`src/rtl/ipw_pkg.sv`:
```
// ============================================================================
// ipw_pkg: shared types and constants for the indexed pixel 1bpp writer
// Widths, opcodes, register indexes, control/status structs and the
// palette threshold function.
// ============================================================================
package ipw_pkg;

    // Sizing
    localparam int MAX_WIDTH    = 512;
    localparam int MAX_HEIGHT   = 256;
    localparam int PALETTE_SIZE = 256;
    localparam int PITCH_MAX    = (MAX_WIDTH + 7) / 8;
    localparam int STORE_BYTES  = PITCH_MAX * MAX_HEIGHT;

    localparam int ADDR_W  = $clog2(STORE_BYTES);
    localparam int XB_W    = $clog2(PITCH_MAX);
    localparam int Y_W     = $clog2(MAX_HEIGHT);
    localparam int PITCH_W = $clog2(PITCH_MAX + 1);
    localparam int PAL_W   = $clog2(PALETTE_SIZE);

    // Field widths
    localparam int OP_W     = 2;
    localparam int IDX_W    = 8;
    localparam int COLOR_W  = 16;
    localparam int COORD_W  = 16;
    localparam int RADDR_W  = 14;
    localparam int BYTE_W   = 8;
    localparam int WCFG_W   = 10;
    localparam int HCFG_W   = 9;

    // Configuration port
    localparam int CFG_AW = 5;
    localparam int CFG_DW = 32;

    // Opcodes
    localparam logic [OP_W-1:0] OP_LOAD = 2'd0;
    localparam logic [OP_W-1:0] OP_DRAW = 2'd1;
    localparam logic [OP_W-1:0] OP_READ = 2'd2;

    // Result kinds
    localparam logic KIND_DRAW = 1'b0;
    localparam logic KIND_READ = 1'b1;

    // Register indexes
    localparam logic [2:0] REG_WIDTH      = 3'd0;
    localparam logic [2:0] REG_HEIGHT     = 3'd1;
    localparam logic [2:0] REG_INVERT     = 3'd2;
    localparam logic [2:0] REG_TRANS_EN   = 3'd3;
    localparam logic [2:0] REG_TRANS_IDX  = 3'd4;
    localparam logic [2:0] REG_BG_IDX     = 3'd5;
    localparam logic [2:0] REG_RESTORE    = 3'd6;

    // Register reset values
    localparam logic [WCFG_W-1:0] RST_WIDTH  = 10'd296;
    localparam logic [HCFG_W-1:0] RST_HEIGHT = 9'd128;
    localparam logic              RST_INVERT = 1'b1;

    typedef struct packed {
        logic [WCFG_W-1:0] width;
        logic [HCFG_W-1:0] height;
        logic              invert;
        logic              trans_en;
        logic [IDX_W-1:0]  trans_idx;
        logic [IDX_W-1:0]  bg_idx;
        logic              restore;
    } t_ipw_cfg;

    typedef struct packed {
        logic clear;    // write zero at the clear counter
        logic capture;  // latch the accepted item
        logic calc;     // address calc, palette write, memory reads
        logic commit;   // frame write back and output load
    } t_ipw_cmd;

    typedef struct packed {
        logic clear_last;   // clear counter at the last byte
        logic need_result;  // captured item produces a result
        logic out_free;     // output register can take a result
    } t_ipw_sts;

    // Threshold an RGB565 color: gray = 8*(r+g+b), bit = gray >= 512
    function automatic logic gray_bit(input logic [COLOR_W-1:0] color);
        logic [9:0] r8;
        logic [9:0] g8;
        logic [9:0] b8;
        logic [9:0] gray;
        r8   = {2'b00, color[15:11], 3'b000};
        g8   = {1'b0, color[10:5], 3'b000};
        b8   = {2'b00, color[4:0], 3'b000};
        gray = r8 + g8 + b8;
        return gray[9];
    endfunction

endpackage

```
`src/rtl/ipw_cfg_regs.sv`:
```
// ============================================================================
// ipw_cfg_regs: APB configuration registers
// Seven control registers at 4-byte spacing; zero-wait writes and reads.
// ============================================================================
module ipw_cfg_regs (
    input  logic                      i_clk,
    input  logic                      i_rst_n,
    input  logic                      psel,
    input  logic                      penable,
    input  logic                      pwrite,
    input  logic [ipw_pkg::CFG_AW-1:0] paddr,
    input  logic [ipw_pkg::CFG_DW-1:0] pwdata,
    output logic [ipw_pkg::CFG_DW-1:0] prdata,
    output logic                      pready,
    output ipw_pkg::t_ipw_cfg         o_cfg
);
    import ipw_pkg::*;

    t_ipw_cfg   r_cfg;
    logic [2:0] reg_idx;
    logic       wr_en;

    assign pready  = 1'b1;
    assign reg_idx = paddr[CFG_AW-1:2];
    assign wr_en   = psel && penable && pwrite;
    assign o_cfg   = r_cfg;

    // Register writes
    always_ff @(posedge i_clk) begin
        if (!i_rst_n) begin
            r_cfg.width     <= RST_WIDTH;
            r_cfg.height    <= RST_HEIGHT;
            r_cfg.invert    <= RST_INVERT;
            r_cfg.trans_en  <= 1'b0;
            r_cfg.trans_idx <= '0;
            r_cfg.bg_idx    <= '0;
            r_cfg.restore   <= 1'b0;
        end else if (wr_en) begin
            case (reg_idx)
                REG_WIDTH:     r_cfg.width     <= pwdata[WCFG_W-1:0];
                REG_HEIGHT:    r_cfg.height    <= pwdata[HCFG_W-1:0];
                REG_INVERT:    r_cfg.invert    <= pwdata[0];
                REG_TRANS_EN:  r_cfg.trans_en  <= pwdata[0];
                REG_TRANS_IDX: r_cfg.trans_idx <= pwdata[IDX_W-1:0];
                REG_BG_IDX:    r_cfg.bg_idx    <= pwdata[IDX_W-1:0];
                REG_RESTORE:   r_cfg.restore   <= pwdata[0];
                default: ;
            endcase
        end
    end

    // Read mux
    always_comb begin
        case (reg_idx)
            REG_WIDTH:     prdata = CFG_DW'(r_cfg.width);
            REG_HEIGHT:    prdata = CFG_DW'(r_cfg.height);
            REG_INVERT:    prdata = CFG_DW'(r_cfg.invert);
            REG_TRANS_EN:  prdata = CFG_DW'(r_cfg.trans_en);
            REG_TRANS_IDX: prdata = CFG_DW'(r_cfg.trans_idx);
            REG_BG_IDX:    prdata = CFG_DW'(r_cfg.bg_idx);
            REG_RESTORE:   prdata = CFG_DW'(r_cfg.restore);
            default:       prdata = '0;
        endcase
    end

endmodule

```
`config.mk`:
```
export PLATFORM = sky130hd
export DESIGN_NAME = ipw_cfg_regs
export DESIGN_NICKNAME = d
export VERILOG_FILES = /design/src/rtl/ipw_pkg.sv /design/src/rtl/ipw_cfg_regs.sv
export SDC_FILE = /design/constraint.sdc
export NUM_CORES = 1
export LEC_CHECK = 0
export BUFFER_PORTS_ARGS = -buffer_cell sky130_fd_sc_hd__clkbuf_2
export CORE_UTILIZATION = 35
export CTS_BUF_LIST = sky130_fd_sc_hd__clkbuf_8 sky130_fd_sc_hd__clkbuf_16
export DETAILED_ROUTE_END_ITERATION = 6
export PLACE_DENSITY = 0.66
export SYNTH_ARGS = -nofsm -noshare
export SYNTH_HDL_FRONTEND = slang
export SYNTH_SLANG_ARGS = --single-unit
export TNS_END_PERCENT = 5
```
`constraint.sdc`:
```
create_clock -name i_clk -period 3 [get_ports i_clk]
set_input_delay 0.9 -clock i_clk [delete_from_list [all_inputs] [get_ports i_clk]]
set_output_delay 0.9 -clock i_clk [all_outputs]
set_load 0.05 [all_outputs]
```
# Yosys cells after proc, flatten, opt, wreduce, memory -nomap -nowiden
# Cells that the tools add are included.
# word_totals
ff_bits,38
in_bits,42
# op_classes
n_eq_ne,6
n_mux,1
n_reduce_logical,10
# op_table
op,n
case mux 10 bit (7 select lines),1
AND reduction 2 bit,7
== test 3 bit (second input constant),3
== test 3 x 2 -> 1 bit (second input constant),2
== test 3 x 1 -> 1 bit (second input constant),1
logical NOT 3 bit,1
logical AND 1 bit,2

# Depth between registers and ports, before layout
# Gate-level depths: netlist (run 1).
# logic_depth
ltp_word,3
ltp_mapped,5
ltp_nobuf,3

# Worst setup path before layout (run 1)
# OpenSTA, ideal clock, no wires.
# synth_timing
path_type,input to output
startpoint,input port paddr[3] (netlist bit)
endpoint,output port prdata[9] (netlist bit)
t_arrival_ps,2865
required_time_ps,2100
slack_ps,-765
path_stages,3
path_buffers,2
path_cell_list,buf_6 -> buf_2 -> nor4b_1
# synth_between
elab_chain_cells,2
word_cells_on_any_way,8
classes_between,eq/ne: 6; mux: 1; reduce/logical: 1
# synth_rtl
element,line_no,source
"start, declared",ipw_cfg_regs.sv:11,"input logic [ipw_pkg::CFG_AW-1:0] paddr,"
"== test 3 bit, or another cell as far along",ipw_cfg_regs.sv:54,case (reg_idx)
case mux 10 bit (7 select lines) (*),ipw_cfg_regs.sv:54,
"end, declared",ipw_cfg_regs.sv:13,"output logic [ipw_pkg::CFG_DW-1:0] prdata,"
# Every way passes the cells marked *; elsewhere a longest branch is shown, timed or not.

# Worst setup path in the final report (run 1)
# layout_timing
startpoint,input port paddr[4] (netlist bit)
endpoint,output port prdata[2] (netlist bit)
# Same word-level chain as after synthesis.

==> results.yml, run 1 <==
cells_and_area:
  syn2layout_area_growth_pct: 22.7
  nets: 308
  largest_register_ffs: 38
  n_antenna_cell: 0
  fin_cells: 339
  drive_gt1_frac: 0.371
  utilization: 0.445
placed_design:
  hpwl_um: 3280
  numPortBuffers: 65
  gp_congestion: 0.702
  place_inst: 331
die:
  initial_utilization: 0.363
  core_um2: 5510
  num_io_pins: 113
  die_w_um: 77.5
  rows: 27
  dieHeight_um: 77.5
  dieArea_um2: 6010
setup_path:
  critPathLaunchType: "input port"
  slowest_stage: "mux4_2"
  end_kind: "output pin"
  max_stage_delay_ns: 0.51
  path_cells: "clkbuf_2 > buf_4 > mux4_2 > nor2b_4 > clkbuf_4"
  crit_family: "buffers and inverters"
  required_ns: 2.10
  worstPathMaxFanout: 6
  critPathBufInv: 3
  critPathKind: "input port to output pin"
  cp.arrival_ns: 2.06
hold_path:
  hold_path.class: "flop to flop"
synthesis:
  yosysWarnings: 0
  yosys-top-cells-count: "42 x nand2_1, 38 x dfxtp_1, 37 x mux2i_1, 25 x buf_4, 13 x nor2b_1"
  syn-cell-area_um2: 2000
  synth_flop_cell: "dfxtp_1"
  yosys.area.top_type: "dfxtp_1"
  synth.avg_cell_area_um2: 10.1
  synth-async-reset-ratio: 0
  synthMostInstantiatedCell: "nand2_1"
  yosysTopAreaCellShare: 0.381
  yosysSeqAreaShare: 0.381
  synth_cells: 198
  synth_edf_count: 0
  synth_seq_cells: 38
  synth_area_leaders: "dfxtp_1 38%, mux2i_1 19%, buf_4 9.4%, mux4_2 7.9%, nand2_1 7.9%"
  synth_cell_types: 26
clock_tree:
  cts.path.max_buffers: 2
  clock-sinks: 38
  clk_latency_ns: 0.28
  cts_made_buffers: 5
  clk_pin_slew_ns: 0.07
  cts_root_buf: "clkbuf_8"
  hold_buffers: 0
  h-tree-depth: 2
  cts_tree: "yes"
timing:
  finalCritPeriodShare: 0.987
  max_freq_mhz: 338
  finalHoldViolations: 0
  drv_slew: 0
  whs_ns: 0.473
  setup_viol: 0
  rsz0062_at_grt: "true"
  clock-skew-final_ns: 0
  setup_tns_ns: 0
  min_period_ns: 2.96
routing:
  dr_total_vias: 1552
  dr.pass1.iters: 4
  ant_nets: 0
  wl_per_cell_um: 12.8
  viasPerCell: 4.58
  wirelength_um: 4340
  drc: 0
  drtIter0Drc: 75
power:
  cellPowerDensity_nw_per_um2: 448
  p_leak_nw: 1.05
  peakVddDrop_mv: 0.295
  finalPower_mw: 1.10
global_routing:
  grt_start_max_net_pins: 29
  grt_pass1_vias: 1476
  grt_usage: 0.158
  grt_antenna_before_repair: 0
  gr-total-overflow: 0
  grt_pass1_wl_um: 7330
status:
  status: "complete, no violations"
flow_run:
  cap_violations: 0
-- where the power goes --
part           internal, mW  switching (mW)
clock network         0.242           0.170
registers             0.508         0.00291
logic                0.0398           0.135
total                 0.790           0.308
-- routing by layer --
metal	vias to the layer above	share of wire	track usage
li1	766	-	-
met2	65	0.45	0.258
met1	714	0.48	0.204
met3	7	0.055	0.0412
met4	0	0.012	0.0491
met5	-	0	0
-- cells in the final DEF, fill, tap and decap left out, types with 3 or more instances in the layout --
cell and n:
nand2_1 42, nor3_2 3, mux2i_1 37, clkbuf_4 3, dfxtp_1 38, mux4_2 7, buf_2 4, buf_4 11
conb_1 23, inv_1 4, clkbuf_8 5, nor2b_1 13, clkbuf_2 58
-- through the flow --
| stage | instance area [µm²] | worst slack (ns) |
|---|---|---|
| 6_report | 2450 | 0.0381 |
| 4_1_cts | 2450 | 0.0112 |
| 2_1_floorplan | 2090 | -0.0756 |
| 3_3_place_gp | 2340 | 0.0130 |
| 5_1_grt | 2450 | -0.0125 |
| 3_5_place_dp | 2340 | -0.00816 |
-- worst min-delay path, delay by kind of cell, from the launching register on --
kind / cells / cell delay, ns
flip-flops: 1 / 0.32
multiplexers: 1 / 0.05
AND/OR/NAND/NOR: 1 / 0.05
-- repair_timing --
item,in CTS,in global routing
setup buffers,0,0
setup endpoints to repair,2,7
gates resized for setup,2,6
-- final timing paths --
path	start	end	slack, ns	cells past startpoint
hold reg to reg	o_cfg[24]	o_cfg[24]	0.47	2
setup reg to reg	o_cfg[18]	o_cfg[18]	2.37	2
setup / recovery	paddr[4]	prdata[2]	0.04	5
hold / removal	o_cfg[24]	o_cfg[24]	0.47	2
-- area by class of cell --
cell class | instances | area [µm²]
fillers | 559 | 3060
inverters | 2 | 7.51
well taps | 72 | 90.1
multi-input cells | 143 | 1070
flip-flops and latches | 38 | 761
clock buffers | 5 | 68.8
clock inverters | 3 | 37.5
repair buffers | 76 | 415
-- kinds of logic after synthesis --
logic type | Yosys count | synth area share
multiplexers | 46 | 0.283
other | 2 | 0.00376
buffers and inverters | 38 | 0.133
AO/OA/AOI/OAI | 7 | 0.0251
AND/OR/NAND/NOR | 67 | 0.174
flip-flops | 38 | 0.381
Note: power is estimated with default switching activity, not from simulation.
==> inputs of run 2 (changes only) <==
- RECOVER_POWER: not set -> 100
==> run 2 against run 1 <==
Clock power about the same. Final cell count unchanged. First-iteration DRC count down 47%. Via count down 0.45%. Critical path type unchanged. Highest routed layer unchanged.
==> results.yml, run 2 (synthesis results as in run 1) <==
status:
  status: "complete, no violations"
timing:
  clock-skew-final_ns: 0
  finalCritPeriodShare: 0.987
  drv_slew: 0
  rsz0062_at_grt: "true"
  whs_ns: 0.472
  setup_slack_ns: 0.0380
  tightest_slew_ns: 1.07
  max_freq_mhz: 338
  max_slew_margin: 0.283
  min_period_ns: 2.96
  finalHoldViolations: 0
  setup_viol: 0
setup_path:
  max_stage_delay_ns: 0.51
  required_ns: 2.10
  rr_startpoint: "o_cfg[36]"
  crit_start: "paddr[4]"
  critPathLaunchType: "input port"
  slowest_stage: "mux4_2"
  worstPathMaxFanout: 6
  end_kind: "output pin"
  cp.arrival_ns: 2.06
  critPathKind: "input port to output pin"
  path_cells: "clkbuf_2 > buf_4 > mux4_2 > nor2b_4 > clkbuf_4"
  ff2ff_path_depth: 2
placed_design:
  hpwl_um: 3280
  gp_congestion: 0.702
  numPortBuffers: 65
  place_inst: 331
  place_ws_ns: -0.00816
clock_tree:
  clock-sinks: 38
  cts_tree: "yes"
  postCtsSetupBuffers: 0
  clk_pin_slew_ns: 0.07
  clk_latency_ns: 0.28
  cts_root_buf: "clkbuf_8"
  h-tree-depth: 2
  cts.path.max_buffers: 2
  hold_buffers: 0
  cts_made_buffers: 5
routing:
  drc: 0
  dr.pass1.iters: 4
  dr_total_vias: 1545
  drtIter0Drc: 40
  viasPerCell: 4.56
  ant_nets: 0
  wl_per_cell_um: 12.9
  wirelength_um: 4380
global_routing:
  grt_start_max_net_pins: 29
  use_met1: 0.204
  grt_pass1_wl_um: 7330
  grt_pass1_vias: 1476
  met2_usage: 0.258
  grtUsageMet3: 0.0412
  grt.busiest_layer: "met2"
  grt_usage: 0.158
  gr-total-overflow: 0
  grt_antenna_before_repair: 0
cells_and_area:
  fin_cells: 339
  largest_register_ffs: 38
  n_antenna_cell: 0
  nets: 308
  drive_gt1_frac: 0.195
  final_cell_mix: "42 x nand2_1, 42 x clkbuf_1, 38 x dfxtp_1"
  utilization: 0.428
  syn2layout_area_growth_pct: 18.0
hold_path:
  whs_path_depth: 2
  hp-start: "o_cfg[24]"
  hold_path.class: "flop to flop"
power:
  peakVddDrop_mv: 0.294
  cellPowerDensity_nw_per_um2: 465
  p_leak_nw: 0.893
  finalPower_mw: 1.09
die:
  core_um2: 5510
  dieHeight_um: 77.5
  initial_utilization: 0.363
  dieArea_um2: 6010
  die_w_um: 77.5
  rows: 27
  num_io_pins: 113
flow_run:
  cap_violations: 0
-- run 2: cell types whose count changed in the layout (fill, tap and decap cells not counted), sizes merged --
cell / previous run / this run
buf: 15 / 11
clkbuf: 66 / 70
-- run 2: cell type report --
class,count,area (µm²)
tap,72,90.1
sequential,38,761
inverter,2,7.51
clock buffer,5,68.8
fill,586,3150
timing repair buffer,76,353
clock inverter,3,37.5
multi-input combinational,143,1040
-- run 2: per-layer routing --
metal	wire length, µm	vias up
li1	-	762
met1	2110	713
met2	1990	63
met3	232	7
met4	51	0
met5	0	-
-- run 2: final timing paths --
| check | end | slack (ns) |
|---|---|---|
| hold / removal | o_cfg[24] | 0.47 |
| hold reg to reg | o_cfg[24] | 0.47 |
| setup / recovery | prdata[2] | 0.04 |
| setup reg to reg | o_cfg[36] | 2.35 |
-- run 2: per-stage QoR --
stage / setup TNS, ns / instance area [µm²]
after detailed placement: -0.0131 / 2340
after global routing: -0.0148 / 2360
after CTS: 0 / 2450
after global placement: 0 / 2340
after floorplan: -0.0756 / 2090
final: 0 / 2360
-- run 2: what timing repair did --
item / in CTS / in global routing
setup endpoints to repair: 2 / 7
pin swaps: 0 / 0
gates resized for setup: 2 / 6
-- run 2: power breakdown --
| group | switching (mW) | total (mW) | internal (mW) |
|---|---|---|---|
| clock network | 0.170 | 0.412 | 0.242 |
| registers | 0.00288 | 0.511 | 0.508 |
| logic | 0.134 | 0.172 | 0.0379 |
| total | 0.307 | 1.09 | 0.788 |
-- run 2: worst max-delay path: cells and delay by family --
family / cells / cell delay [ns]
mux: 1 / 0.51
buf+inv: 3 / 0.51
simple gates: 1 / 0.13
