[config.mk]
export PLATFORM = sky130hd
export DESIGN_NAME = ipw_ctrl
export DESIGN_NICKNAME = d
export VERILOG_FILES = /design/src/rtl/ipw_pkg.sv /design/src/rtl/ipw_ctrl.sv
export SDC_FILE = /design/constraint.sdc
export NUM_CORES = 1
export LEC_CHECK = 0
export BUFFER_PORTS_ARGS = -buffer_cell sky130_fd_sc_hd__buf_2
export CAP_MARGIN = 10
export CORE_AREA = 4 4 41 43
export DETAILED_ROUTE_END_ITERATION = 16
export DIE_AREA = 0 0 45 47
export PLACE_DENSITY = 0.31
export SYNTH_ARGS = -nofsm -noshare
export SYNTH_HDL_FRONTEND = slang
export SYNTH_SLANG_ARGS = --single-unit
[constraint.sdc]
create_clock -name i_clk -period 4.2 [get_ports i_clk]
set_input_delay 0.63 -clock i_clk [delete_from_list [all_inputs] [get_ports i_clk]]
set_output_delay 0.63 -clock i_clk [all_outputs]
set_load 0.005 [all_outputs]
[src/rtl/ipw_pkg.sv]
// ============================================================================
// ipw_pkg: shared types and constants for the indexed pixel 1bpp writer
// Widths, opcodes, register indexes, control/status structs and the
// palette threshold function.
// ============================================================================
package ipw_pkg;

    // Sizing
    localparam int MAX_WIDTH    = 512;
    localparam int MAX_HEIGHT   = 256;
    localparam int PALETTE_SIZE = 256;
    localparam int PITCH_MAX    = (MAX_WIDTH + 7) / 8;
    localparam int STORE_BYTES  = PITCH_MAX * MAX_HEIGHT;

    localparam int ADDR_W  = $clog2(STORE_BYTES);
    localparam int XB_W    = $clog2(PITCH_MAX);
    localparam int Y_W     = $clog2(MAX_HEIGHT);
    localparam int PITCH_W = $clog2(PITCH_MAX + 1);
    localparam int PAL_W   = $clog2(PALETTE_SIZE);

    // Field widths
    localparam int OP_W     = 2;
    localparam int IDX_W    = 8;
    localparam int COLOR_W  = 16;
    localparam int COORD_W  = 16;
    localparam int RADDR_W  = 14;
    localparam int BYTE_W   = 8;
    localparam int WCFG_W   = 10;
    localparam int HCFG_W   = 9;

    // Configuration port
    localparam int CFG_AW = 5;
    localparam int CFG_DW = 32;

    // Opcodes
    localparam logic [OP_W-1:0] OP_LOAD = 2'd0;
    localparam logic [OP_W-1:0] OP_DRAW = 2'd1;
    localparam logic [OP_W-1:0] OP_READ = 2'd2;

    // Result kinds
    localparam logic KIND_DRAW = 1'b0;
    localparam logic KIND_READ = 1'b1;

    // Register indexes
    localparam logic [2:0] REG_WIDTH      = 3'd0;
    localparam logic [2:0] REG_HEIGHT     = 3'd1;
    localparam logic [2:0] REG_INVERT     = 3'd2;
    localparam logic [2:0] REG_TRANS_EN   = 3'd3;
    localparam logic [2:0] REG_TRANS_IDX  = 3'd4;
    localparam logic [2:0] REG_BG_IDX     = 3'd5;
    localparam logic [2:0] REG_RESTORE    = 3'd6;

    // Register reset values
    localparam logic [WCFG_W-1:0] RST_WIDTH  = 10'd296;
    localparam logic [HCFG_W-1:0] RST_HEIGHT = 9'd128;
    localparam logic              RST_INVERT = 1'b1;

    typedef struct packed {
        logic [WCFG_W-1:0] width;
        logic [HCFG_W-1:0] height;
        logic              invert;
        logic              trans_en;
        logic [IDX_W-1:0]  trans_idx;
        logic [IDX_W-1:0]  bg_idx;
        logic              restore;
    } t_ipw_cfg;

    typedef struct packed {
        logic clear;    // write zero at the clear counter
        logic capture;  // latch the accepted item
        logic calc;     // address calc, palette write, memory reads
        logic commit;   // frame write back and output load
    } t_ipw_cmd;

    typedef struct packed {
        logic clear_last;   // clear counter at the last byte
        logic need_result;  // captured item produces a result
        logic out_free;     // output register can take a result
    } t_ipw_sts;

    // Threshold an RGB565 color: gray = 8*(r+g+b), bit = gray >= 512
    function automatic logic gray_bit(input logic [COLOR_W-1:0] color);
        logic [9:0] r8;
        logic [9:0] g8;
        logic [9:0] b8;
        logic [9:0] gray;
        r8   = {2'b00, color[15:11], 3'b000};
        g8   = {1'b0, color[10:5], 3'b000};
        b8   = {2'b00, color[4:0], 3'b000};
        gray = r8 + g8 + b8;
        return gray[9];
    endfunction

endpackage

[src/rtl/ipw_ctrl.sv]
// ============================================================================
// ipw_ctrl: sequencing state machine
// Runs the post-reset clearing pass, then steps each item through
// capture and calculate, plus commit for an item with a result.
// ============================================================================
module ipw_ctrl (
    input  logic              i_clk,
    input  logic              i_rst_n,
    input  logic              i_in_valid,
    output logic              o_in_ready,
    input  ipw_pkg::t_ipw_sts i_sts,
    output ipw_pkg::t_ipw_cmd o_cmd
);
    import ipw_pkg::*;

    localparam logic [1:0] S_CLEAR = 2'd0;
    localparam logic [1:0] S_IDLE  = 2'd1;
    localparam logic [1:0] S_CALC  = 2'd2;
    localparam logic [1:0] S_MOD   = 2'd3;

    logic [1:0] r_state;
    logic [1:0] n_state;

    // Next state and commands
    always_comb begin
        n_state    = r_state;
        o_cmd      = '0;
        o_in_ready = 1'b0;
        case (r_state)
            S_CLEAR: begin
                o_cmd.clear = 1'b1;
                if (i_sts.clear_last) begin
                    n_state = S_IDLE;
                end
            end
            S_IDLE: begin
                o_in_ready = 1'b1;
                if (i_in_valid) begin
                    o_cmd.capture = 1'b1;
                    n_state       = S_CALC;
                end
            end
            S_CALC: begin
                o_cmd.calc = 1'b1;
                n_state    = i_sts.need_result ? S_MOD : S_IDLE;
            end
            S_MOD: begin
                // hold until the output register can take the result
                if (i_sts.out_free) begin
                    o_cmd.commit = 1'b1;
                    n_state      = S_IDLE;
                end
            end
            default: n_state = S_CLEAR;
        endcase
    end

    always_ff @(posedge i_clk) begin
        if (!i_rst_n) begin
            r_state <= S_CLEAR;
        end else begin
            r_state <= n_state;
        end
    end

endmodule

* After elaboration in Yosys (flattened, before gate mapping)
Index checks and enable logic that the tools add are counted.
Storage, ports and cells: flip-flop bits (word level) 2, output and inout bits 5
Operators by class: reduce and logical (&&, ||, !) cells 2, eq/ne operators 6, mux-type cells 12
Operators by type and width (count):
- 2-to-1 mux 2 bit | 4
- one-hot mux 2 bit (4 select lines) | 1
- 2-to-1 mux 1 bit | 7
- inequality test 2 bit, second input constant | 3
- equality test 2 bit, second input constant | 2
- AND reduction 3 bit | 1
- equality test 2 x 1 -> 1 bit, second input constant | 1
- zero test 2 bit | 1

* Depth between registers and ports, before layout
Gate-level depths: netlist of the first run.
depth in word-level cells 3, gate-level depth with buffers 5, gate-level depth less buffers 5

* Worst setup path before layout of the first run
Ideal clock, no wire load.
kind input port to output port, start point input i_in_valid, end point output o_cmd[2] (netlist name), setup slack 2767 ps, data arrival time 803 ps, path buffers 0, required time 3570 ps, stages on the path 1, cells stage by stage and2_2
Between the ends: longest elaborated chain between the ends 2
RTL lines:
- start: declaration | RTL line ipw_ctrl.sv:9 | input logic i_in_valid,
- 2-to-1 mux 1 bit | RTL line ipw_ctrl.sv:38 | if (i_in_valid) begin
- 2-to-1 mux 1 bit | RTL line ipw_ctrl.sv:29 | case (r_state)
- end: declaration | RTL line ipw_ctrl.sv:12 | output ipw_pkg::t_ipw_cmd o_cmd
Every way passes these cells.

==> qor.csv, run 1 <==
metric,value,unit
Switch Pwr,0.0375,mW
synthesized area,193,sq um
RSZ-0062 raised after global routing,no,
via density per instance,3.66,
vias in the first global route,186,
FF-to-FF setup slack,2.68,ns
# DRC,0,
Syn Nets,33,
Seq pwr share,24.5,%
# Max-Cap Violations,0,
Ys Warns,0,
WL/cell,8.42,um
Top Layer Used,met3,
largest net degree at the start of global routing,6,
Clock Latency Late Sink,0.22,ns
DRT antenna net count,0,
global-route usage over all layers,4.97,%
"Period Utilization, post-route",42.3,%
# nets final,48,
Commonest cells post-synth,"5 x ha_1, 4 x inv_1, 2 x dfxtp_1, 2 x mux2i_1, 2 x nand2_1",
sw frac,31.7,%
Slew Limit Fails,0,
Largest register FFs,2,
Final Hold Fails,0,
effective utilization at floorplan,14.8,%
relative slew slack,65.6,%
worst r2r dst,r_state[0],
chip width,45,um
sequential fraction of the synthesis area,20.8,%
n_diodes,0,
Avg Inst Size Synth,8.76,sq um
post-route insts no fill,50,
Async SR Flop Fraction,0,%
Placed Instance Area,262,sq um
GRT Residual Overflow,0,
Post-synth EDFFs,0,
crit-path leading delay family,flip-flops,
Bufs and invs on worst path,2,
Cell Rows,13,
"Power, Total",0.118,mW
Setup Buffers After CTS,0,
I/O Pins,11,
fill count,153,
Total Routed Length,421,um
Yosys top cell area share,32.5,%
M1 wire length,189,um
critical path capture point,o_cmd[2],
CTS resizes,0,
worst ir drop on vdd,0.000152,V
"slowest stage cell, crit path",dfxtp_1,
biggest regs,r_state x2,
Clock Power Share,34.6,%
# H-tree levels,1,
# placed instances,47,
Worst setup startpoint,r_state[1],
drt first pass iters,4,
CTS Root Cell,clkbuf_4,
final instance area,284,sq um
most common cell in the netlist,ha_1,
ranking of synthesized cells by area,"ha_1 32%, dfxtp_1 21%, mux2i_1 10%",
combinational share of power,40.9,%
worst-path fanout max,4,
CP required,3.57,ns
DP Worst Slack,2.54,ns
path depth of the worst reg2reg path,4,
kind of critical path,reg -> out,
Detailed Place HPWL,370,um
CTS Hold Bufs,0,
Max Fclk,562,MHz
"Most flops, register",r_state,
CP Data Arrival Time,1.15,ns
internal power,0.0807,mW
P per Cell Area,416,mW/mm^2
Worst path max stage delay,0.37,ns
worst r2r src,r_state[1],
Synth Flop Type,dfxtp_1,
post-synth cell types,12,
Sink Count,2,
DR WL met3,45,um
clk buf depth,2,
Post-Synthesis Cells,22,
fraction of layout cells with a size suffix above 1,42.9,%
Tmin final,1.78,ns
area occupied by multi-input gates,133,sq um
Yosys top cell by area,ha_1,
CTS tree,yes,
Die Y-Extent,47,um
first-pass GRT wire length,752,um
actual slew at the worst max-slew pin,0.516,ns
HP Class,reg -> reg,
Synth Register Bits,2,
CTS buffer count,3,
Core ar.,0.00130,sq mm
RePlAce Congestion,0.630,
I/O Buffers,10,
initial antenna violation count,0,
"CTS clk-pin slew, worst paths",0.03,ns
Die Footprint,0.00212,sq mm
CP Capture Type,primary output,
crit path cell chain,inv_1 > ha_1 > and2_2 > buf_2,
clock skew,0.00221,ns
vias,183,
crit path launch type,register,
PnR worst setup slack,2.42,ns
Leakage,0.162,nW
CP Depth,4,
Finish-stage setup viols,0,
Layout area overhead,47.4,%
run status,finished clean,
Starting DRT DRC Count,6,
total negative slack,0,ns
detailed-routed wire length on met2,185,um
FF+latch area,40.0,sq um
==> tightest hold or removal path: cells and delay by family (launching register included) <==
family	cells	cell delay (ns)
flops	1	0.33
mux	1	0.06
simple gates	1	0.06
==> how the worst min path moves through the flow <==
stage / start / endpoint / slack [ns] / depth (start not counted)
floorplan: r_state[1] / r_state[1] / 0.47 / 2
global placement: r_state[1] / r_state[1] / 0.50 / 2
detailed placement: r_state[1] / r_state[1] / 0.50 / 2
CTS: r_state[1] / r_state[1] / 0.50 / 2
global route: r_state[1] / r_state[1] / 0.54 / 2
finish: r_state[1] / r_state[1] / 0.51 / 2
==> power by group through the flow <==
| stage | clock network [mW] | registers [mW] | logic, mW |
|---|---|---|---|
| 3_5_place_dp | 0 | 0.0291 | 0.0498 |
| 6_report | 0.0409 | 0.0290 | 0.0483 |
| 3_3_place_gp | 0 | 0.0292 | 0.0505 |
| 5_1_grt | 0.0450 | 0.0296 | 0.0558 |
| 2_1_floorplan | 0 | 0.0280 | 0.0323 |
| 4_1_cts | 0.0437 | 0.0289 | 0.0500 |
==> placed cells by master (no fill, tap or decap) <==
cell type	count
clkbuf_4	3
clkinvlp_2	1
and2_1	1
a21o_1	1
nand2_1	2
mux2i_1	2
and2_2	1
a222oi_1	1
inv_1	4
nand3_1	1
ha_1	5
dfxtp_1	2
nand2b_1	1
buf_2	10
==> area by class of cell <==
type                            instances  share of cell area (%)
Sequential cell                         2                    14.1
Tap cell                               15                    6.61
Inverter                                5                    7.05
Clock buffer                            3                    7.93
Timing Repair Buffer                   10                    17.6
Multi-Input combinational cell         15                    46.7
==> metrics by stage <==
stage          utilization, %  hold slack [ns]
2_1_floorplan               -            0.468
3_3_place_gp             20.1            0.496
3_5_place_dp             20.1            0.499
4_1_cts                  21.8            0.503
5_1_grt                  21.8            0.539
6_report                 21.8            0.507
==> logic make-up (layout without fill, tap and decap cells) <==
family,after synthesis,in the layout,synth area share (%)
simple gates,6,6,16.9
buf+inv,5,18,10.4
fa+ha+maj,5,5,32.5
flops,2,2,20.8
compound gates,2,2,9.09
mux,2,2,10.4
==> layer usage <==
layer	vias up	track usage, %
met1	80	5.43
met2	7	7.63
met4	0	3.51
met5	-	0
li1	96	-
met3	0	2.30
Power figures use the tool's default switching activity.
==> run 2, diff against run 1 <==
--- a/config.mk
+++ b/config.mk
@@ -10,7 +10,7 @@
 export CORE_AREA = 4 4 41 43
 export DETAILED_ROUTE_END_ITERATION = 16
 export DIE_AREA = 0 0 45 47
-export PLACE_DENSITY = 0.31
+export PLACE_DENSITY = 0.32
 export SYNTH_ARGS = -nofsm -noshare
 export SYNTH_HDL_FRONTEND = slang
 export SYNTH_SLANG_ARGS = --single-unit
==> constraint.sdc (replaced) <==
create_clock -name i_clk -period 1.5 [get_ports i_clk]
set_input_delay 0.225 -clock i_clk [delete_from_list [all_inputs] [get_ports i_clk]]
set_output_delay 0.225 -clock i_clk [all_outputs]
set_load 0.005 [all_outputs]
==> run 2 against run 1 <==
  * Utilization is 2.3 points higher
  * Final area is 11% higher
  * Critical path depth stayed put
  * Largest power group unchanged
  * Combinational power grew to 3.9 times the previous value
  * Critical path type unchanged
  * Critical endpoint unchanged
  * Final cell count is 8.0% higher
  * Register-to-register slack worse by 2.6 ns
==> qor.csv, run 2 (same netlist as run 1, synthesis figures left out) <==
metric,value,unit,change
run status,finished clean,,
Final Hold Fails,0,,unchanged
Detailed Place HPWL,417,um,+13%
kind of critical path,reg -> out,,
I/O Buffers,10,,unchanged
Largest register FFs,2,,unchanged
global-route usage over all layers,5.60,%,+0.63 points
via density per instance,3.81,,+4.2%
Setup Buffers After CTS,0,,unchanged
Max Fclk,724,MHz,
worst ir drop on vdd,0.000335,V,+120%
M1 wire length,182,um,-3.7%
"Most flops, register",r_state,,
Worst setup startpoint,r_state[0],,
# Max-Cap Violations,0,,unchanged
initial antenna violation count,0,,unchanged
largest net degree at the start of global routing,5,,-1
Core ar.,0.00130,sq mm,unchanged
path depth of the worst reg2reg path,5,,+1
clock skew,0.000414,ns,-0.00179 ns
RePlAce Congestion,0.643,,+2.0%
Clock Latency Late Sink,0.22,ns,about the same
Die Footprint,0.00212,sq mm,unchanged
RSZ-0062 raised after global routing,no,,
actual slew at the worst max-slew pin,0.259,ns,-0.257 ns
worst-path fanout max,3,,-1
CTS buffer count,3,,unchanged
chip width,45,um,unchanged
Die Y-Extent,47,um,unchanged
WL/cell,9.19,um,+9.1%
# DRC,0,,unchanged
final hold slack,0.297,ns,-0.209 ns
DR WL met3,74,um,+64%
n_diodes,0,,unchanged
Slew Limit Fails,0,,unchanged
GRT Residual Overflow,0,,unchanged
Hold Crit Start,i_rst_n,,
CP Capture Type,primary output,,
CP required,1.27,ns,-2.30 ns
Placed Instance Area,292,sq um,+11%
HP Class,in -> reg,,
CP Data Arrival Time,1.16,ns,about the same
Top Layer Used,met3,,
vias,206,,+13%
biggest regs,r_state x2,,
Tmin final,1.38,ns,
vias in the first global route,209,,+12%
Finish-stage setup viols,0,,unchanged
Leakage,0.182,nW,+13%
DRT antenna net count,0,,unchanged
Sink Count,2,,unchanged
CTS Hold Bufs,0,,unchanged
Layout area overhead,63.0,%,
"commonest non-fill, non-tap cell in the layout",buf_2,,
fraction of layout cells with a size suffix above 1,48.7,%,+5.9 points
P per Cell Area,1210,mW/mm^2,+190%
detailed-routed wire length on met2,238,um,+29%
total negative slack,0,ns,unchanged
Total Routed Length,496,um,+18%
"CTS clk-pin slew, worst paths",0.03,ns,about the same
# H-tree levels,1,,unchanged
final instance area,314,sq um,+11%
crit path launch type,register,,
critical path capture point,o_cmd[2],,
CTS Root Cell,clkbuf_4,,
FF-to-FF setup slack,0.13,ns,-2.55 ns
effective utilization at floorplan,14.8,%,unchanged
CTS tree,yes,,
"Period Utilization, post-route",92.1,%,
I/O Pins,11,,unchanged
worst r2r dst,r_state[0],,
"commonest cells after routing, fill and taps aside","10 x buf_2, 5 x ha_1, 4 x inv_1, 4 x buf_4, 3 x clkbuf_4",,
Starting DRT DRC Count,2,,-4
Cell Rows,13,,unchanged
CTS resizes,0,,unchanged
relative slew slack,82.7,%,+17 points
worst r2r src,r_state[0],,
first-pass GRT wire length,786,um,+4.5%
clk buf depth,2,,unchanged
drt first pass iters,4,,unchanged
# nets final,52,,+8.3%
-- run 2: routing by layer --
layer,GRT usage (%),up-vias
met5,0,-
met4,7.02,0
met3,1.53,0
met2,8.76,10
met1,5.43,91
li1,-,105
-- run 2: cell type report --
type	instances	area, sq um
well taps	15	18.8
flip-flops and latches	2	40.0
inverters	5	20.0
multi-input cells	15	133
repair buffers	14	80.1
fillers	159	987
clock buffers	3	22.5
-- run 2: worst min path at each step --
stage,slack [ns],cells after the start,endpoint
2_1_floorplan,0.37,2,r_state[1]
3_3_place_gp,0.52,3,r_state[0]
3_5_place_dp,0.54,3,r_state[1]
4_1_cts,0.30,3,r_state[1]
5_1_grt,0.33,3,r_state[1]
6_report,0.30,3,r_state[1]
-- run 2: critical path, cell delays in order, from the launching register on --
cell and delay (ns):
dfxtp_1 0.31, buf_4 0.14, ha_1 0.20, and2_2 0.16, buf_2 0.12
-- run 2: where the power goes --
| part | internal, mW | switching, mW | total (mW) |
|---|---|---|---|
| logic | 0.107 | 0.0791 | 0.186 |
| registers | 0.0658 | 0.00844 | 0.0743 |
| clock network | 0.0882 | 0.0304 | 0.119 |
| total | 0.261 | 0.118 | 0.379 |
-- run 2: metrics by stage --
stage	total power [mW]	std cells	setup WS [ns]	util (%)
after floorplan	0.169	22	0.118	-
after global placement	0.261	51	0.150	22.4
after detailed placement	0.265	51	0.124	22.4
after CTS	0.394	54	0.0900	24.1
after global routing	0.416	54	0.0238	24.1
final	0.379	54	0.118	24.1
==> run 3, diff against run 2 <==
--- a/config.mk
+++ b/config.mk
@@ -8,6 +8,7 @@
 export BUFFER_PORTS_ARGS = -buffer_cell sky130_fd_sc_hd__buf_2
 export CAP_MARGIN = 10
 export CORE_AREA = 4 4 41 43
+export CTS_BUF_LIST = sky130_fd_sc_hd__clkbuf_8
 export DETAILED_ROUTE_END_ITERATION = 16
 export DIE_AREA = 0 0 45 47
 export PLACE_DENSITY = 0.32
==> run 3 against run 2 <==
  * Maximum frequency rose by 0.99%
  * Sequential cell count unchanged
  * Clock skew grew 0.00099 ns
  * Largest cell class unchanged
  * Global-route usage rose by 0.39 points
  * Hold slack improved by 0.015 ns
  * Wire length increased by 2.0%
  * Power is 25% higher
  * Clock power grew 80%
  * Register-to-register slack barely moved
  * Critical endpoint unchanged
  * Highest routed layer unchanged
  * Non-clock buffer count stayed put
  * Sequential share of layout area shrank 0.72 points
==> qor.csv, run 3 (same netlist as run 1, synthesis figures left out) <==
metric,value,unit,change
kind of critical path,reg -> out,,
# nets final,52,,unchanged
fill count,156,,-1.9%
first-pass GRT wire length,828,um,+5.3%
CTS Hold Bufs,0,,unchanged
worst r2r src,r_state[0],,
Final Hold Fails,0,,unchanged
Setup Buffers After CTS,0,,unchanged
chip width,45,um,unchanged
relative slew slack,82.7,%,unchanged
CTS Root Cell,clkbuf_8,,
run status,finished clean,,
CP required,1.27,ns,about the same
RSZ-0062 raised after global routing,no,,
I/O Pins,11,,unchanged
final hold slack,0.313,ns,+0.0155 ns
via density per instance,3.80,,-0.49%
HP Class,in -> reg,,
CTS resizes,0,,unchanged
Leakage,0.190,nW,+4.3%
worst ir drop on vdd,0.000476,V,+42%
Worst setup startpoint,r_state[0],,
"slowest stage cell, crit path",dfxtp_1,,
"Most flops, register",r_state,,
Worst path max stage delay,0.31,ns,about the same
vias in the first global route,211,,+0.96%
n_diodes,0,,unchanged
clock skew,0.00141,ns,+0.000991 ns
effective utilization at floorplan,14.8,%,unchanged
Cell Rows,13,,unchanged
Die Y-Extent,47,um,unchanged
CP Data Arrival Time,1.14,ns,-0.02 ns
CTS tree,yes,,
"CTS clk-pin slew, worst paths",0.03,ns,about the same
WL/cell,9.37,um,+2.0%
Detailed Place HPWL,417,um,unchanged
crit path launch type,register,,
P per Cell Area,1430,mW/mm^2,+18%
Sink Count,2,,unchanged
Tmin final,1.37,ns,-0.0136 ns
RePlAce Congestion,0.643,,unchanged
Clock Latency Late Sink,0.21,ns,about the same
largest net degree at the start of global routing,5,,unchanged
Slew Limit Fails,0,,unchanged
CTS buffer count,3,,unchanged
vias,205,,-0.49%
DRT antenna net count,0,,unchanged
# H-tree levels,1,,unchanged
FF-to-FF setup slack,0.13,ns,about the same
initial antenna violation count,0,,unchanged
Layout area overhead,72.7,%,
crit path cell chain,buf_4 > ha_1 > and2_2 > buf_2,,
clk buf depth,2,,unchanged
path depth of the worst reg2reg path,5,,unchanged
# DRC,0,,unchanged
Largest register FFs,2,,unchanged
worst r2r dst,r_state[0],,
Die Footprint,0.00212,sq mm,unchanged
Starting DRT DRC Count,2,,unchanged
"Period Utilization, post-route",91.2,%,-0.91 points
biggest regs,r_state x2,,
I/O Buffers,10,,unchanged
GRT Residual Overflow,0,,unchanged
worst-path fanout max,3,,unchanged
critical path capture point,o_cmd[2],,
total negative slack,0,ns,unchanged
Finish-stage setup viols,0,,unchanged
fraction of layout cells with a size suffix above 1,48.7,%,unchanged
drt first pass iters,4,,unchanged
global-route usage over all layers,5.99,%,+0.39 points
Max Fclk,731,MHz,+0.99%
"commonest cells after routing, fill and taps aside","10 x buf_2, 5 x ha_1, 4 x inv_1, 4 x buf_4, 3 x clkbuf_8",,
CP Capture Type,primary output,,
actual slew at the worst max-slew pin,0.259,ns,-0.000000238 ns
Core ar.,0.00130,sq mm,unchanged
"commonest non-fill, non-tap cell in the layout",buf_2,,
# Max-Cap Violations,0,,unchanged
Total Routed Length,506,um,+2.0%
[run 3: cell types whose count changed in the layout (fill, tap and decap cells not counted)]
cell and change:
clkbuf_8 +3, clkbuf_4 -3
[run 3: routing by layer]
metal / wire length (um) / track usage [%]
met5: 0 / 0
met4: 0 / 7.02
met3: 74 / 2.68
met2: 238 / 8.76
met1: 192 / 5.88
[run 3: power breakdown]
group | total [mW] | internal [mW] | switching (mW)
sequential | 0.0743 | 0.0659 | 0.00842
clock | 0.214 | 0.170 | 0.0441
combinational | 0.187 | 0.107 | 0.0793
total | 0.475 | 0.343 | 0.132
[run 3: area by class of cell]
| class | instances | area (sq um) | share of cell area (%) |
|---|---|---|---|
| Multi-Input combinational cell | 15 | 133 | 39.8 |
| Tap cell | 15 | 18.8 | 5.64 |
| Clock buffer | 3 | 41.3 | 12.4 |
| Timing Repair Buffer | 14 | 80.1 | 24.1 |
| Sequential cell | 2 | 40.0 | 12.0 |
| Inverter | 5 | 20.0 | 6.02 |
[run 3: critical path: cells and delay by family (launching register included)]
kind / cells / cell delay (ns)
DFF: 1 / 0.31
buffers and inverters: 2 / 0.26
adders and majority gates: 1 / 0.20
and+or+nand+nor: 1 / 0.16
[run 3: how the worst min path moves through the flow]
stage / from / to / slack, ns / cells after the start
after floorplan: i_rst_n / r_state[1] / 0.37 / 2
after global placement: i_rst_n / r_state[0] / 0.52 / 3
after detailed placement: i_rst_n / r_state[1] / 0.54 / 3
after CTS: i_rst_n / r_state[1] / 0.32 / 3
after global routing: i_rst_n / r_state[1] / 0.35 / 3
final: i_rst_n / r_state[1] / 0.31 / 3
[run 3: metrics by stage]
step                      cells  util [%]  instance area, sq um  setup WS, ns  power (mW)
final                        54      25.6                   333         0.132       0.475
after global routing         54      25.6                   333        0.0242       0.515
after CTS                    54      25.6                   333         0.111       0.485
after detailed placement     51      22.4                   292         0.124       0.265
after global placement       51      22.4                   292         0.150       0.261
after floorplan              22         -                   193         0.118       0.169
